[config.mk]
export PLATFORM = sky130hd
export DESIGN_NAME = named_int_variable_store
export DESIGN_NICKNAME = d
export VERILOG_FILES = /design/src/rtl/nivs_pkg.sv /design/src/rtl/named_int_variable_store.sv /design/src/rtl/nivs_ram.sv
export SDC_FILE = /design/constraint.sdc
export NUM_CORES = 2
export LEC_CHECK = 0
export ABC_CLOCK_PERIOD_IN_PS = 19500
export BUFFER_PORTS_ARGS = -buffer_cell sky130_fd_sc_hd__buf_4
export CORE_ASPECT_RATIO = 2
export CORE_MARGIN = 2
export CORE_UTILIZATION = 45
export CTS_CLUSTER_DIAMETER = 80
export DETAILED_ROUTE_END_ITERATION = 10
export GPL_TIMING_DRIVEN = 0
export PLACE_DENSITY = 0.68
export SLEW_MARGIN = 20
export SYNTH_ARGS = -nofsm -noshare
export SYNTH_HDL_FRONTEND = slang
export SYNTH_SLANG_ARGS = --single-unit
[constraint.sdc]
create_clock -name clk -period 19.5 [get_ports clk]
set_clock_uncertainty 0.2 [all_clocks]
set_input_delay 0.975 -clock clk [delete_from_list [all_inputs] [get_ports clk]]
set_output_delay 0.975 -clock clk [all_outputs]
set_load 0.05 [all_outputs]
[src/rtl/nivs_pkg.sv]
package nivs_pkg;

  localparam int MAX_VARS_DEF = 32;

  localparam int NAME_W  = 8;
  localparam int VALUE_W = 32;
  localparam int OP_W    = 3;
  localparam int ERR_W   = 2;

  // Slave tdata: req_type, name_a, name_b, name_c, operand_value, zero fill.
  localparam int S_DATA_W = 64;
  // Master tdata: read_value, is_zero, error_code, zero fill.
  localparam int M_DATA_W = 40;

  typedef enum logic [OP_W-1:0] {
    OP_DEFINE = 3'd0,
    OP_ADD    = 3'd1,
    OP_SUB    = 3'd2,
    OP_READ   = 3'd3,
    OP_EQ     = 3'd4,
    OP_GT     = 3'd5,
    OP_LT     = 3'd6,
    OP_NE     = 3'd7
  } op_t;

  typedef enum logic [ERR_W-1:0] {
    ERR_OK      = 2'd0,
    ERR_UNKNOWN = 2'd1,
    ERR_FULL    = 2'd2
  } err_t;

  typedef enum logic [2:0] {
    S_IDLE,
    S_LOOK,
    S_ENC,
    S_RDB,
    S_EXEC,
    S_FIN
  } state_t;

endpackage

[src/rtl/named_int_variable_store.sv]
// Integer variable store for a small bytecode machine.
// Input transfers arrive on the s_ group, one decoded operation each: define,
// add, subtract, read, or a signed compare (eq, gt, lt, ne) whose 0/1 result
// is written to the variable named by name_c. Every operation returns exactly
// one result transfer on the m_ group: the read value, a zero flag and an
// error code (unknown name, table full).
// Variable names sit in registers and are compared against all three request
// names in parallel; values live in a one-port-read, one-port-write RAM with
// a registered read. Lookups only consider defined entries, earliest first.
// Before the result register raises m_tvalid, a define (also on a full table)
// passes S_LOOK and S_FIN, and an unknown name S_LOOK, S_ENC and S_FIN. Add,
// subtract, read and compare pass these steps: name match, priority encode and
// first read, second read, then execute with write back (none for read). One
// operation is worked on at a time and s_tready returns in the cycle after the
// result is loaded.
// The result sits in an output register; if the receiver stalls, a finished
// operation waits in its last state and the next input is not taken until
// the output register frees up.
// Reset empties the table (defined count goes to zero), drops m_tvalid and
// holds s_tready low.
module named_int_variable_store #(
  parameter int MAX_VARS = nivs_pkg::MAX_VARS_DEF
) (
  input  logic                          clk,
  input  logic                          rst,
  input  logic                          s_tvalid,
  output logic                          s_tready,
  // [2:0] req_type, [10:3] name_a, [18:11] name_b, [26:19] name_c,
  // [58:27] operand_value, [63:59] zero
  input  logic [nivs_pkg::S_DATA_W-1:0] s_tdata,
  output logic                          m_tvalid,
  input  logic                          m_tready,
  // [31:0] read_value, [32] is_zero, [34:33] error_code, [39:35] zero
  output logic [nivs_pkg::M_DATA_W-1:0] m_tdata
);

  localparam int IDX_W = $clog2(MAX_VARS);
  localparam int CNT_W = $clog2(MAX_VARS + 1);
  localparam int NW    = nivs_pkg::NAME_W;
  localparam int VW    = nivs_pkg::VALUE_W;

  nivs_pkg::state_t state, state_next;

  // Captured request.
  nivs_pkg::op_t     op;
  logic [NW-1:0]     na, nb, nc;
  logic [VW-1:0]     opv;

  logic [NW-1:0]     name_regs [MAX_VARS];
  logic [CNT_W-1:0]  count;
  logic              full;

  logic [MAX_VARS-1:0] ma, mb, mc;
  logic [IDX_W-1:0]    enc_a, enc_b, enc_c;
  logic [IDX_W-1:0]    ia, ib, ic;
  logic                fa, fb, fc;

  logic [VW-1:0]     va;
  nivs_pkg::err_t    err;

  logic              out_free;
  logic              accept;
  logic              def_write;
  logic              ram_we;
  logic [IDX_W-1:0]  ram_waddr;
  logic [VW-1:0]     ram_wdata;
  logic [IDX_W-1:0]  ram_raddr;
  logic [VW-1:0]     ram_rdata;
  logic              load_out;
  logic [VW-1:0]     res_value;
  logic              cmp_res;
  logic              is_arith;

  logic [VW-1:0]     read_value;
  logic              is_zero;
  nivs_pkg::err_t    error_code;

  assign full     = (count == CNT_W'(MAX_VARS));
  assign out_free = !m_tvalid || m_tready;
  assign accept   = s_tvalid && s_tready;
  assign is_arith = (op == nivs_pkg::OP_ADD) || (op == nivs_pkg::OP_SUB) ||
                    (op == nivs_pkg::OP_READ);

  assign fa = |ma;
  assign fb = |mb;
  assign fc = |mc;

  // First match wins: scan from the top so the lowest index is left last.
  always_comb begin
    enc_a = '0;
    enc_b = '0;
    enc_c = '0;
    for (int i = MAX_VARS - 1; i >= 0; i--) begin
      if (ma[i]) enc_a = IDX_W'(i);
      if (mb[i]) enc_b = IDX_W'(i);
      if (mc[i]) enc_c = IDX_W'(i);
    end
  end

  always_comb begin
    case (op)
      nivs_pkg::OP_EQ: cmp_res = (va == ram_rdata);
      nivs_pkg::OP_GT: cmp_res = ($signed(va) > $signed(ram_rdata));
      nivs_pkg::OP_LT: cmp_res = ($signed(va) < $signed(ram_rdata));
      nivs_pkg::OP_NE: cmp_res = (va != ram_rdata);
      default:         cmp_res = 1'b0;
    endcase
  end

  always_ff @(posedge clk) begin
    if (rst) begin
      state <= nivs_pkg::S_IDLE;
    end else begin
      state <= state_next;
    end
  end

  always_comb begin
    state_next = state;
    s_tready   = 1'b0;
    def_write  = 1'b0;
    ram_we     = 1'b0;
    ram_waddr  = ia;
    ram_wdata  = '0;
    ram_raddr  = ib;
    load_out   = 1'b0;
    res_value  = '0;
    case (state)
      nivs_pkg::S_IDLE: begin
        s_tready = !rst;
        if (s_tvalid) state_next = nivs_pkg::S_LOOK;
      end
      nivs_pkg::S_LOOK: begin
        if (op == nivs_pkg::OP_DEFINE) begin
          if (!full) begin
            def_write = 1'b1;
            ram_we    = 1'b1;
            ram_waddr = count[IDX_W-1:0];
            ram_wdata = opv;
          end
          state_next = nivs_pkg::S_FIN;
        end else begin
          state_next = nivs_pkg::S_ENC;
        end
      end
      nivs_pkg::S_ENC: begin
        ram_raddr = enc_a;
        if (is_arith ? !fa : !(fa && fb && fc)) begin
          state_next = nivs_pkg::S_FIN;
        end else begin
          state_next = nivs_pkg::S_RDB;
        end
      end
      nivs_pkg::S_RDB: begin
        state_next = nivs_pkg::S_EXEC;
      end
      nivs_pkg::S_EXEC: begin
        // The read address stays on ib, so the second operand holds while stalled.
        if (out_free) begin
          load_out   = 1'b1;
          state_next = nivs_pkg::S_IDLE;
          case (op)
            nivs_pkg::OP_ADD: begin
              ram_we    = 1'b1;
              ram_wdata = va + opv;
            end
            nivs_pkg::OP_SUB: begin
              ram_we    = 1'b1;
              ram_wdata = va - opv;
            end
            nivs_pkg::OP_READ: begin
              res_value = va;
            end
            default: begin
              ram_we    = 1'b1;
              ram_waddr = ic;
              ram_wdata = {{(VW-1){1'b0}}, cmp_res};
            end
          endcase
        end
      end
      nivs_pkg::S_FIN: begin
        if (out_free) begin
          load_out   = 1'b1;
          state_next = nivs_pkg::S_IDLE;
        end
      end
      default: begin
        state_next = nivs_pkg::S_IDLE;
      end
    endcase
  end

  // Request capture, lookup and operand registers.
  always_ff @(posedge clk) begin
    if (accept) begin
      op  <= nivs_pkg::op_t'(s_tdata[2:0]);
      na  <= s_tdata[10:3];
      nb  <= s_tdata[18:11];
      nc  <= s_tdata[26:19];
      opv <= s_tdata[58:27];
      err <= nivs_pkg::ERR_OK;
    end
    if (state == nivs_pkg::S_LOOK) begin
      for (int i = 0; i < MAX_VARS; i++) begin
        ma[i] <= (name_regs[i] == na) && (CNT_W'(i) < count);
        mb[i] <= (name_regs[i] == nb) && (CNT_W'(i) < count);
        mc[i] <= (name_regs[i] == nc) && (CNT_W'(i) < count);
      end
      if (op == nivs_pkg::OP_DEFINE && full) err <= nivs_pkg::ERR_FULL;
    end
    if (state == nivs_pkg::S_ENC) begin
      ia <= enc_a;
      ib <= enc_b;
      ic <= enc_c;
      if (is_arith ? !fa : !(fa && fb && fc)) err <= nivs_pkg::ERR_UNKNOWN;
    end
    if (state == nivs_pkg::S_RDB) begin
      va <= ram_rdata;
    end
    if (def_write) begin
      name_regs[count[IDX_W-1:0]] <= na;
    end
  end

  always_ff @(posedge clk) begin
    if (rst) begin
      count <= '0;
    end else if (def_write) begin
      count <= count + CNT_W'(1);
    end
  end

  // Output register.
  always_ff @(posedge clk) begin
    if (rst) begin
      m_tvalid <= 1'b0;
    end else if (load_out) begin
      m_tvalid <= 1'b1;
    end else if (m_tready) begin
      m_tvalid <= 1'b0;
    end
  end

  always_ff @(posedge clk) begin
    if (load_out) begin
      read_value <= res_value;
      is_zero    <= (op == nivs_pkg::OP_READ) && (err == nivs_pkg::ERR_OK) &&
                    (res_value == '0);
      error_code <= err;
    end
  end

  assign m_tdata = {5'd0, error_code, is_zero, read_value};

  nivs_ram #(
    .WIDTH(VW),
    .DEPTH(MAX_VARS)
  ) u_value_ram (
    .clk  (clk),
    .we   (ram_we),
    .waddr(ram_waddr),
    .wdata(ram_wdata),
    .raddr(ram_raddr),
    .rdata(ram_rdata)
  );

  assert property (@(posedge clk) disable iff (rst) count <= CNT_W'(MAX_VARS))
    else $error("defined count beyond table size");

  assert property (@(posedge clk) disable iff (rst)
    ram_we |-> (state == nivs_pkg::S_LOOK || state == nivs_pkg::S_EXEC))
    else $error("value RAM written outside define or execute");

  assert property (@(posedge clk) disable iff (rst)
    (count != $past(count)) |-> ($past(state) == nivs_pkg::S_LOOK &&
                                 $past(op) == nivs_pkg::OP_DEFINE))
    else $error("defined count changed without a define");

  assert property (@(posedge clk) disable iff (rst)
    m_tvalid |-> ((error_code == nivs_pkg::ERR_OK ||
                   error_code == nivs_pkg::ERR_UNKNOWN ||
                   error_code == nivs_pkg::ERR_FULL) &&
                  (!is_zero || read_value == '0)))
    else $error("inconsistent result fields");

  assert property (@(posedge clk) disable iff (rst)
    load_out |-> out_free)
    else $error("result loaded over an untaken result");

endmodule

[src/rtl/nivs_ram.sv]
module nivs_ram #(
  parameter int WIDTH = 32,
  parameter int DEPTH = 32
) (
  input  logic                     clk,
  input  logic                     we,
  input  logic [$clog2(DEPTH)-1:0] waddr,
  input  logic [WIDTH-1:0]         wdata,
  input  logic [$clog2(DEPTH)-1:0] raddr,
  output logic [WIDTH-1:0]         rdata
);

  logic [WIDTH-1:0] mem [DEPTH];

  always_ff @(posedge clk) begin
    if (we) begin
      mem[waddr] <= wdata;
    end
    rdata <= mem[raddr];
  end

endmodule
# Word-level counts from Yosys, hierarchy flattened
# Memory sizes are Yosys's and may differ from the RTL's. A register that Yosys moved wholly into a read port is not among the register bits.
# Cells that the tools add are included.
[word_totals] reg_bits=249 mem_bits_rw=1280 memories=2
[op_classes] n_addsub=3 n_lt_le_gt_ge=34 eq_ne=113 muxes=135 n_reduce_logical=128
[mem_list] name="u_value_ram.mem" depth=32 word_bits=32 read_ports=1 rd_ports_with_merged_regs=1 wr=1 line="nivs_ram.sv:13" source="logic [WIDTH-1:0] mem [DEPTH];"
[mem_list] name="name_regs" depth=32 word_bits=8 read_ports=32 rd_ports_with_merged_regs=0 wr=1 line="named_int_variable_store.sv:49" source="logic [NW-1:0] name_regs [MAX_VARS];"
[ops] op="$eq 8x8->1" count=96
[ops] op="$mux 5" count=69
[ops] op="$mux 32" count=6
[ops] op="$logic_and 1x1->1" count=102
[ops] op="$lt 5x6->1 const A" count=16
[ops] op="$pmux 32 s3" count=1
[ops] op="$reduce_or 32->1" count=3
[ops] op="$mux 4" count=16
[ops] op="$pmux 32 s2" count=1
[ops] op="$lt 4x6->1 const A" count=8
[ops] op="$mux 3" count=12
[ops] op="$add 32x32->32" count=1
[ops] op="$eq 32x32->1" count=1
[ops] op="$gt 32x32->1" count=1
[ops] op="$logic_not 32->1" count=1
[ops] op="$lt 32x32->1" count=1
[ops] op="$ne 32x32->1" count=1
[ops] op="$reduce_or 16->1" count=2
[ops] op="$sub 32x32->32" count=1
[ops] op="$lt 3x6->1 const A" count=4
[ops] op="$eq 3x3->1 const B" count=6
[ops] op="$mux 2" count=9
[ops] op="$mux 1" count=17
[ops] op="$reduce_or 8->1" count=2
[ops] op="other kinds (21)" count=36

# Longest topological paths before layout
[logic_depth] word_depth=33 depth_mapped=16 ltp_nobuf=16

# Hierarchy
# A second synthesis with hierarchy kept.
[hier_totals] cells_unflattened=4839 hier_area_um2=70057.2
[modules_own_cells] module="nivs_ram" instances=1 cells_per_inst=2260 area_each_um2=40492.6 seq_area_each_um2=31390.1
[modules_own_cells] module="named_int_variable_store" instances=1 cells_per_inst=2579 area_each_um2=29564.6 seq_area_each_um2=15044.4

# Worst setup path after synthesis
# No wires, ideal clock.
[synth_path] kind="register to register" from="register state[0]" to="memory u_value_ram.mem[16][0] (enable)" arrival_time_ps=11506 t_required_ps=18879 path_slack_ps=7373 stages_incl_launch_ff=10 period_less_slack_ps=12127 path_cell_list="dfxtp_1 > buf_2 > nor3b_1 > nand2_1 > a31oi_2 > nor2_1 > a222oi_1 > and3_1 > nand2b_1 > nor2_1"
[synth_via] elab_chain_len=4
[synth_lines] element="start, declared" line="named_int_variable_store.sv:42" source="nivs_pkg::state_t state, state_next;"
[synth_lines] element="start signal, assigned" line="named_int_variable_store.sv:112" source="state <= nivs_pkg::S_IDLE;"
[synth_lines] element="start signal, assigned" line="named_int_variable_store.sv:114" source="state <= state_next;"
[synth_lines] element="$eq 3x3->1 / $eq 3x1->1 (equally long branches)" line="named_int_variable_store.sv:128" source="case (state)"
[synth_lines] element="$pmux 1 s2" line="named_int_variable_store.sv:128"
[synth_lines] element="$mux 1" line="nivs_ram.sv:16" source="if (we) begin"
[synth_lines] element="$mux 1 (implied by the code)" line="nivs_ram.sv:17" source="mem[waddr] <= wdata;"
[synth_lines] element="end, declared" line="nivs_ram.sv:13"
# Parallel ways exist; a longest one is shown, timed or not.

# Final worst setup path
[layout_path] from="register op[0]" to="memory u_value_ram.mem[27][30], data pin"
[layout_via] elab_chain_len=4
[layout_lines] element="start, declared" line="named_int_variable_store.sv:45" source="nivs_pkg::op_t op;"
[layout_lines] element="start signal, assigned" line="named_int_variable_store.sv:197" source="op <= nivs_pkg::op_t'(s_tdata[2:0]);"
[layout_lines] element="$eq 3x2->1 / $eq 3x1->1 (equally long branches)" line="named_int_variable_store.sv:162" source="case (op)"
[layout_lines] element="$pmux 32 s3" line="named_int_variable_store.sv:162"
[layout_lines] element="$mux 32" line="named_int_variable_store.sv:159" source="if (out_free) begin"
[layout_lines] element="$pmux 32 s2 (*)" line="named_int_variable_store.sv:128"
[layout_lines] element="via ram_wdata[30]" line="named_int_variable_store.sv:66" source="logic [VW-1:0] ram_wdata;"
# Mark *: on every way through the listed nets, which the timed path passes. The rest lies on a longest branch.

==> results_dict.tcl <==
set metrics [dict create \
    outcome "finished clean" \
    critPathCapture "u_value_ram.mem[27][30]" \
    peakVddDrop_mv 0.07037 \
    syn_area_mm2 0.07322 \
    largest_delay_contributor_family_on_the_critical_path "compound AO/OA/AOI/OAI gates" \
    numCtsBuffers 145 \
    postSynthRegisterBits 1561 \
    crit_slowest_cell "a22o_2" \
    antenna_left 0 \
    area.growth.synth_to_final_pct 15.62 \
    avgRoutedWirePerCell_um 33.82 \
    cts.repair_timing.setup_buffer_count 0 \
    postSynth.asyncResetShare_pct 0 \
    rrSetupSlack_ps 13190 \
    first_global_vias 51333 \
    route.detailed.drc 0 \
    critical_path_required_ps 19740 \
    slew_limit_headroom_pct 14.40 \
    worstPathMaxFanout 32 \
    hpwlAfterDp_um 204000 \
    number_of_max_slew_violations_in_the_final_report 0 \
    max_capacitance_violation_count 0 \
    path_common_cell "clkbuf_1" \
    grt_setup_unrepaired "no" \
    finalInstanceArea_mm2 0.08466 \
    critPathArrivalTime_ps 6550 \
    fp.dieW_um 289.2 \
    hold_viol 0 \
    detailroute.via_count 50993 \
    yosys.area.top_type "edfxtp_1" \
    ys.warnings.count 0 \
    post-place-ws_ps 13350 \
    post_cts_resized 0 \
    hold_class "in -> reg" \
    layout_setup_ws_ps 13190 \
    postPlaceCellArea_mm2 0.07991 \
    clock_tree.htree_level_count 4 \
    place.detailed.instances 7898 \
    power.static_leakage_uw 0.02764 \
    clkTransAtPathRegs_ps 70 \
    worstSetupStartpoint "op[0]" \
    synth_edf_count 1517 \
    num_rows 209 \
    crit_path_cell_trace "clkbuf_1 > or3b_2 > clkbuf_1 > clkbuf_1 > nor2_1 > a21oi_1 > fa_1 > a211o_1 > a2111oi_0 > o311a_1 > o211ai_1 > a31o_2 > a41oi_1 > o311ai_0 > xnor2_1 > a22o_2" \
    tritoncts "done" \
    fmax_ghz 0.1586 \
    post_layout_nonfiller_instances 8158 \
    power_per_cell_area_mw_per_mm2 91.38 \
    final-setup-viol-count 0 \
    dr.first_iter.drc_count 5329 \
    grt_antenna_before_repair 14 \
    cts-root-buf "clkbuf_16" \
    cts_hold_buffers 0 \
    timing.setup.critical_path_class "reg -> reg" \
    synthCells 5553 \
    synth.most_common_cell "edfxtp_1" \
    overflow_left_after_global_routing 0 \
    timing_worst_slew_pin_value_ps 1281 \
    groute.layer.met3.usage_pct 5.765 \
    r2r-end "u_value_ram.mem[27][30]" \
    worstHoldStart "s_tdata[55]" \
    regToRegStartpoint "op[0]" \
    drive_gt1_share_pct 13.53 \
    synth_area_per_cell_um2 13.19 \
    final_nets 6076 \
    gr-usage-met1_pct 30.95 \
    post-synth-top-area-fraction_pct 62.21 \
    height_of_the_chip_um 574.5 \
    slowest_delay_ps 650 \
    grt_util_all_layers_pct 32.97 \
    cts.path.max_buffers 4 \
    num_io_pins 110 \
    gp_congestion 1.075 \
    global_route_wire_length_before_repair_um 380000 \
    drt-total-wl_um 275900 \
    yosysUniqueCellTypes 86 \
    synth_ff_type "edfxtp_1" \
    finalCritPeriodShare_pct 32.34 \
    setup_total_negative_slack_ps 0 \
    routed_via_density 6.251 \
    worst_setup_path_end_kind "flip-flop" \
    die-area_mm2 0.1662 \
    io_buffer_count 99 \
    drt_pre_antenna_iters 9 \
    power_uw 7736 \
    synth.top_cells.by_count "edfxtp_1, xnor2_1, nand2_1" \
    critical_path.startpoint_type "flip-flop" \
    grt_most_used_layer "met2" \
    final_period_minus_worst_setup_slack_ps 6307 \
    grt.met2_usage_pct 57.12 \
    critical_path_cell_count 16 \
    initial_core_util_pct 45.24 \
    seq_area_frac_synth_pct 63.42 \
    synthTopCellsByArea "edfxtp_1, xnor2_1, mux2i_1, nand2_1, xor2_1" \
    clkSinkCount 1561 \
    largest_net_degree_at_the_start_of_global_routing 54 \
    clock_insertion_delay_worst_skew_ps 820 \
    timing.critical_path.buf_inv 3 \
    worstRegToRegCells 16 \
    floorplan.core_area_mm2 0.1619 \
]
worst reg2reg max path, stage by stage (launching register included):
cell       delay, ps
edfxtp_1         420
clkbuf_1         250
or3b_2           590
clkbuf_1         270
clkbuf_1         320
nor2_1           160
a21oi_1          110
fa_1             490
a211o_1          360
a2111oi_0        400
o311a_1          330
o211ai_1         180
a31o_2           300
a41oi_1          460
o311ai_0         230
xnor2_1          190
a22o_2           650
state kept, by name, summed over array words and instances, names as in the netlist, 32 cells and up:
signal / cells
ma: 32
mb: 32
mc: 32
name_regs: 256
opv: 32
read_value: 32
u_value_ram.mem: 1024
u_value_ram.rdata: 32
va: 32
stage by stage:
| stage | util (%) | hold WS, ps |
|---|---|---|
| final | 52.30 | 129.0 |
| after global placement | 47.34 | 214.0 |
| after detailed placement | 49.37 | 213.3 |
| after CTS | 52.25 | 107.0 |
| after global routing | 52.30 | 101.6 |
| after floorplan | - | 208.2 |
logic make-up after synthesis:
logic type | after synthesis | share of synthesized area, %
XOR/XNOR | 825 | 9.868
multiplexers | 352 | 4.971
flip-flops | 1561 | 63.42
other | 1 | 0.005121
buffers and inverters | 427 | 2.404
AO/OA/AOI/OAI | 865 | 8.229
AND/OR/NAND/NOR | 1452 | 9.901
adder cells (fa/ha/maj) | 70 | 1.206
placed cells by master (no fill, tap or decap), drive strengths merged, types with 23 or more instances in the layout:
cell type,netlist,routed
a2111oi,38,38
a211oi,78,78
a21o,23,23
a21oi,212,212
a221oi,66,66
a32oi,30,30
and2,38,38
and3,79,79
buf,127,359
clkbuf,231,407
clkinv,0,46
dfxtp,44,44
edfxtp,1517,1517
ha,69,69
inv,69,75
mux2,93,93
mux2i,259,259
nand2,393,393
nand2b,28,28
nand3,95,95
nand4,179,179
nor2,227,227
nor2b,51,51
nor3,188,188
nor4,88,88
o2111a,30,30
o21ai,100,100
o22ai,98,98
o311ai,39,39
o31ai,50,50
or3,48,48
xnor2,671,671
xor2,154,154
final cells by class:
cell class | instances | area [um2]
diodes | 8 | 20.02
clock buffers | 174 | 3872
plain buffers | 358 | 1595
inverters | 69 | 261.5
flip-flops and latches | 1561 | 46430
well taps | 2110 | 2640
fillers | 13384 | 77210
multi-input cells | 3569 | 25870
clock inverters | 75 | 789.5
repair buffers | 234 | 3176
how the worst min path moves through the flow:
stage	end	slack (ps)	depth (start not counted)
after floorplan	va[10]	210	0
after global placement	va[12]	210	0
after detailed placement	va[27]	210	0
after CTS	opv[28]	110	1
after global routing	opv[28]	100	1
final	opv[28]	130	1
per-layer routing:
metal  vias up  share of wire, %
met3      1190               6.8
met2      2882                50
met5         -             0.016
met1     25088                29
li1      21825                 -
met4         8                14
where the power goes:
group / switching [uW] / total [uW] / internal (uW)
combinational: 726 / 1050 / 329
sequential: 73.8 / 3800 / 3720
clock: 1260 / 2880 / 1620
total: 2060 / 7740 / 5670
Note: power is estimated with default switching activity, not from simulation.
